**src/rtl/cet_pkg.sv**
```systemverilog
`timescale 1ns / 1ps
`default_nettype none

package cet_pkg;

  localparam int unsigned TableEntriesDef = 64;
  localparam int unsigned CmdW            = 2;
  localparam int unsigned FamilyW         = 2;
  localparam int unsigned ValueW          = 32;
  localparam int unsigned KeyW            = FamilyW + ValueW;
  localparam int unsigned CountW          = 32;
  localparam int unsigned IntervalW       = 16;
  localparam int unsigned ElapsedW        = 32;

  localparam logic [IntervalW-1:0] IntervalReset = IntervalW'(1000);
  localparam logic [CountW-1:0]    CountMax      = '1;
  localparam logic [ElapsedW-1:0]  ElapsedMax    = '1;

  typedef enum logic [CmdW-1:0] {
    CMD_RECORD = 2'd0,
    CMD_TICK   = 2'd1,
    CMD_FLUSH  = 2'd2
  } cmd_e;

  typedef enum logic [1:0] {
    ST_IDLE,
    ST_DRAIN,
    ST_REFILL
  } state_e;

  typedef struct packed {
    logic            shift;
    logic            bump;
    logic            insert;
    logic [KeyW-1:0] key;
  } cell_ctl_t;

endpackage

`default_nettype wire

```
**src/rtl/cet_cell.sv**
```systemverilog
`timescale 1ns / 1ps
`default_nettype none

module cet_cell (
  input  wire logic                       clk_i,
  input  wire cet_pkg::cell_ctl_t         ctl_i,
  input  wire logic                       occupied_i,
  input  wire logic                       ins_sel_i,
  input  wire logic [cet_pkg::KeyW-1:0]   nxt_key_i,
  input  wire logic [cet_pkg::CountW-1:0] nxt_count_i,
  output logic      [cet_pkg::KeyW-1:0]   key_o,
  output logic      [cet_pkg::CountW-1:0] count_o,
  output logic                            hit_o
);
  import cet_pkg::*;

  logic [KeyW-1:0]   key_q, key_d;
  logic [CountW-1:0] count_q, count_d;

  assign hit_o   = occupied_i && (key_q == ctl_i.key);
  assign key_o   = key_q;
  assign count_o = count_q;

  always_comb begin
    key_d   = key_q;
    count_d = count_q;
    if (ctl_i.shift) begin
      key_d   = nxt_key_i;
      count_d = nxt_count_i;
    end else if (ctl_i.bump && hit_o) begin
      if (count_q != CountMax) begin
        count_d = count_q + CountW'(1);
      end
    end else if (ctl_i.insert && ins_sel_i) begin
      key_d   = ctl_i.key;
      count_d = CountW'(1);
    end
  end

  always_ff @(posedge clk_i) begin
    key_q   <= key_d;
    count_q <= count_d;
  end

endmodule

`default_nettype wire

```
**config.mk**
```make
export PLATFORM = sky130hd
export DESIGN_NAME = cet_cell
export DESIGN_NICKNAME = d
export VERILOG_FILES = /design/src/rtl/cet_pkg.sv /design/src/rtl/cet_cell.sv
export SDC_FILE = /design/constraint.sdc
export NUM_CORES = 1
export LEC_CHECK = 0
export BUFFER_PORTS_ARGS = -buffer_cell sky130_fd_sc_hd__buf_2
export CELL_PAD_IN_SITES_DETAIL_PLACEMENT = 0
export CELL_PAD_IN_SITES_GLOBAL_PLACEMENT = 1
export CORE_MARGIN = 3
export CORE_UTILIZATION = 36
export CTS_CLUSTER_SIZE = 14
export DETAILED_ROUTE_END_ITERATION = 16
export PLACE_DENSITY_LB_ADDON = 0.1
export SETUP_SLACK_MARGIN = 0.02
export SLEW_MARGIN = 20
export SYNTH_ARGS = -nofsm -noshare
export SYNTH_HDL_FRONTEND = slang
export SYNTH_SLANG_ARGS = --single-unit
```
**constraint.sdc**
```tcl
create_clock -name clk_i -period 4.4 [get_ports clk_i]
set_input_delay 0.44 -clock clk_i [delete_from_list [all_inputs] [get_ports clk_i]]
set_output_delay 0.44 -clock clk_i [all_outputs]
set_load 0.05 [all_outputs]
```
# --- After elaboration in Yosys (flattened, before gate mapping) ---
# Cells that the tools add are included.
op_classes:
  n_addsub: 1
  eq_ne: 4
  n_mux: 7
  reduce_logical: 7
op_table:
  columns: ["op", "n"]
  rows:
  - ["two-way mux 32 bit", 4]
  - ["two-way mux 34 bit", 3]
  - ["equality test 34 bit", 1]
  - ["adder 32 x 1 -> 32 bit, second input constant", 1]
  - ["!= test 32 bit, second input constant", 1]
  - ["AND reduction 2 bit", 2]
  - ["logical AND 1 bit", 3]
  - ["!= test 3 x 2 -> 1 bit, second input constant", 1]
  - ["nonzero test 3 bit", 1]
  - ["!= test 2 bit, second input constant", 1]
  - ["nonzero test 2 bit", 1]
totals:
  reg_bits: 66
  inputBits: 106
  out_inout_bits: 67
  word_cells: 21

# --- Depth between registers and ports, before layout ---
depth:
  ltp_word: 5
  depth_mapped: 7
  depth_no_buf: 6

# --- Least setup slack after synthesis ---
# No wires, ideal clock.
synth_path:
  kind: "flip-flop to flip-flop"
  from: "register key_q[15] (netlist: key_o[15])"
  to: "register count_q[0] (netlist: count_o[0]), enable pin"
  setup_ns: 0.428
  t_arrival_ns: 3.103
  required_ns: 3.972
  setup_slack_ns: 0.869
  path_stages_with_launch: 6
  path_buffers: 0
  period_less_slack_ns: 3.531
  cell_sequence: "edfxtp_1 xnor2_1 o2111ai_1 nor4_4 a32oi_1 o21bai_1"
synth_via:
  elab_chain_len: 5
  word_cells_on_any_way: 6
  classes_between: "eq/ne (2); reduce/logical (4)"
synth_lines:
  columns: ["element", "line_no", "source"]
  rows:
  - ["start, declared", "cet_cell.sv:17", "logic [KeyW-1:0] key_q, key_d;"]
  - ["start signal, assigned", "cet_cell.sv:41", "key_q <= key_d;"]
  - ["equality test 34 bit *", "cet_cell.sv:20", "assign hit_o = occupied_i && (key_q == ctl_i.key);"]
  - ["logical AND 1 bit *", "cet_cell.sv:20", null]
  - ["logical AND 1 bit *", "cet_cell.sv:30", "end else if (ctl_i.bump && hit_o) begin"]
  - ["!= test 3 x 2 -> 1 bit (no line) or nonzero test 3 bit (tied branches)", null, null]
  - ["AND reduction 2 bit (no line) *", null, null]
  - ["end signal, assigned", "cet_cell.sv:42", "count_q <= count_d;"]
  - ["end, declared", "cet_cell.sv:18", "logic [CountW-1:0] count_q, count_d;"]
# Every way passes the cells marked *; elsewhere a longest branch is shown, timed or not.
# A chain may end at the register's enable or synchronous reset.

# --- Final worst setup path ---
layout_path:
  from: "register key_q[30] (netlist: key_o[30])"
  to: "register count_q[7] (netlist: count_o[7]), enable pin"
# The elaborated chain is that of the path after synthesis.

==> qor.csv <==
metric,value,unit
status,completed,
first_global_vias,3408,
stdcell_area,5190,sq um
netlist_instances,338,
grt_pass1_wl,16700,microns
yosysUniqueCellTypes,34,
cts_sinks,66,
synth_compound_area_share,8.02,%
synth_top_family_by_area,simple AND/OR/NAND/NOR gates,
gp_congestion,0.780,
utilization,49.2,%
slew-limit-headroom,33.5,%
cap_violations,0,
die_w,112,microns
grt-ovfl-total,0,
initialDrtViolationCount,138,
synth-edff-count,66,
die_y,112,microns
cts_tree,built,
cp.required,4360,ps
io_pins,173,
clkSlewWorstSetupHoldPaths,80,ps
critical_path_class,reg2reg,
dp.cells,633,
grt_max_degree,77,
syn-cell-area,4010,sq um
r2r_end,count_o[7],
viasPerCell,4.94,
port_buffers,172,
hold_viol_final,0,
ff2ff_path_depth,5,
synth.most_common_cell,edfxtp_1,
r2r_setup_slack,1670,ps
hold_path.class,in2reg,
fin_crit_sh,61.9,%
fp-row-count,37,
finalSetupViolations,0,
power_density,360,nW/um^2
worstSetupStartpointType,flip-flop,
async_reset_ff_share,0,%
root_buffer,clkbuf_8,
drive_gt1_share,48.0,%
fill_cells,1043,
ctsResizeCount,0,
ys_ff_latch,66,
end_kind,flip-flop,
arrival,2680,ps
synth_flop_cell,edfxtp_1,
synth_nets,445,
ys_seq_area_share,49.5,%
route.detailed.drc,0,
synth-adder-area-share,0.312,%
die_area,12400,sq um
clockBufferDepth,2,
nets,615,
instances_no_fill,650,
drtAntennaViolNets,0,
skew,10.9,ps
ir_worst_vdd,0.239,mV
grt_usage,16.7,%
yosys.area_share.xor_xnor,13.5,%
worst_pin_slew,995,ps
area_growth,29.5,%
htreeDepth,3,
core,10600,sq um
slew_viol_final,0,
syn-mean-instance-area,11.9,sq um
synth.top_cell.area_share,49.5,%
vias,3213,
fin_setup_tns,0,ps
holdPathStages,3,
grt_antenna_before_repair,1,
synth.top_cells.by_area,"edfxtp_1 (49%), xnor2_1 (12%), mux2_2 (9.8%), o31ai_2 (4.1%), nand2_1 (3.7%)",
startpoint,key_o[30],
clock_latency,340,ps
synthMuxAreaShare,9.83,%
cts-hold-fix-buffers,0,
critPathMaxFanout,32,
grt_setup_unrepaired,no,
cts_made_buffers,9,
clock.fmax,367,MHz
p_total,1.87,mW
routedWlPerCell,16.1,microns
dp_hpwl,7840,microns
start_util,38.0,%
postCtsSetupBuffers,0,
fin_crit,2730,ps
leakage,2.02,nW
first_pass_iters,4,
synthSimpleGateAreaFrac,16.2,%
yosys-top-cells-count,"edfxtp_1 (66), xnor2_1 (57), nand2_1 (40)",
post_dp_cell_area,5000,sq um
wirelength,10500,microns
yosys.area.top_type,edfxtp_1,
rr_startpoint,key_o[30],
cp-endpoint,count_o[7],
yosys_warnings,0,
-- layout by cell type, fill, tap and decap left out, drive strengths merged, types with 4 or more instances in the layout --
| cell type | count |
|---|---|
| nand2 | 40 |
| nand3 | 13 |
| xor2 | 5 |
| nand4 | 17 |
| nor2 | 9 |
| nor3 | 13 |
| o31ai | 27 |
| mux2 | 35 |
| clkinv | 4 |
| xnor2 | 57 |
| edfxtp | 66 |
| clkbuf | 10 |
| o21ai | 4 |
| buf | 175 |
| nor4 | 8 |
| inv | 9 |
-- power breakdown --
| group | switching, mW | internal [mW] |
|---|---|---|
| clock network | 0.241 | 0.257 |
| registers | 0.0631 | 0.773 |
| logic | 0.367 | 0.167 |
-- flip-flops by register name, indices dropped and copies added (netlist names) --
| name | cells |
|---|---|
| key_o | 34 |
| count_o | 32 |
-- cell type report --
class	instances	area [sq um]	area share, %
multi-input cells	247	1930	37.2
inverters	9	33.8	0.651
well taps	136	170	3.28
repair buffers	175	886	17.1
flip-flops and latches	66	1980	38.2
clock buffers	10	128	2.46
clock inverters	6	57.6	1.11
diodes	1	2.50	0.0482
-- per-layer routing --
metal | global-route usage (%) | wire [microns]
met4 | 3.97 | 109
met1 | 19.4 | 4270
met5 | 0 | 0
met3 | 7.72 | 982
met2 | 28.3 | 5110
-- logic make-up after synthesis --
logic type	Yosys count
and+or+nand+nor	114
DFF	66
xor gates and xnor gates	62
AOI/OAI and AO/OA	35
muxes	35
buffers and inverters	25
adders and majority gates	1
-- critical path, stage by stage, from the launching register on --
cell	delay [ps]
edfxtp_1	410
xnor2_1	170
nand4_1	200
nor4_4	490
a32oi_1	220
o21bai_4	830
-- stage by stage --
stage	setup WS (ps)	hold WS (ps)
3_3_place_gp	1510	704
6_report	1670	377
2_1_floorplan	869	630
3_5_place_dp	1470	717
4_1_cts	1570	355
5_1_grt	1400	362
-- how the worst min path moves through the flow --
stage | startpoint | end
4_1_cts | nxt_count_i[17] | count_o[17]
3_3_place_gp | count_o[4] | count_o[4]
6_report | nxt_count_i[17] | count_o[17]
2_1_floorplan | nxt_count_i[10] | count_o[10]
3_5_place_dp | count_o[4] | count_o[4]
5_1_grt | nxt_count_i[29] | count_o[29]
No activity file was read; power rests on OpenSTA's default activity.
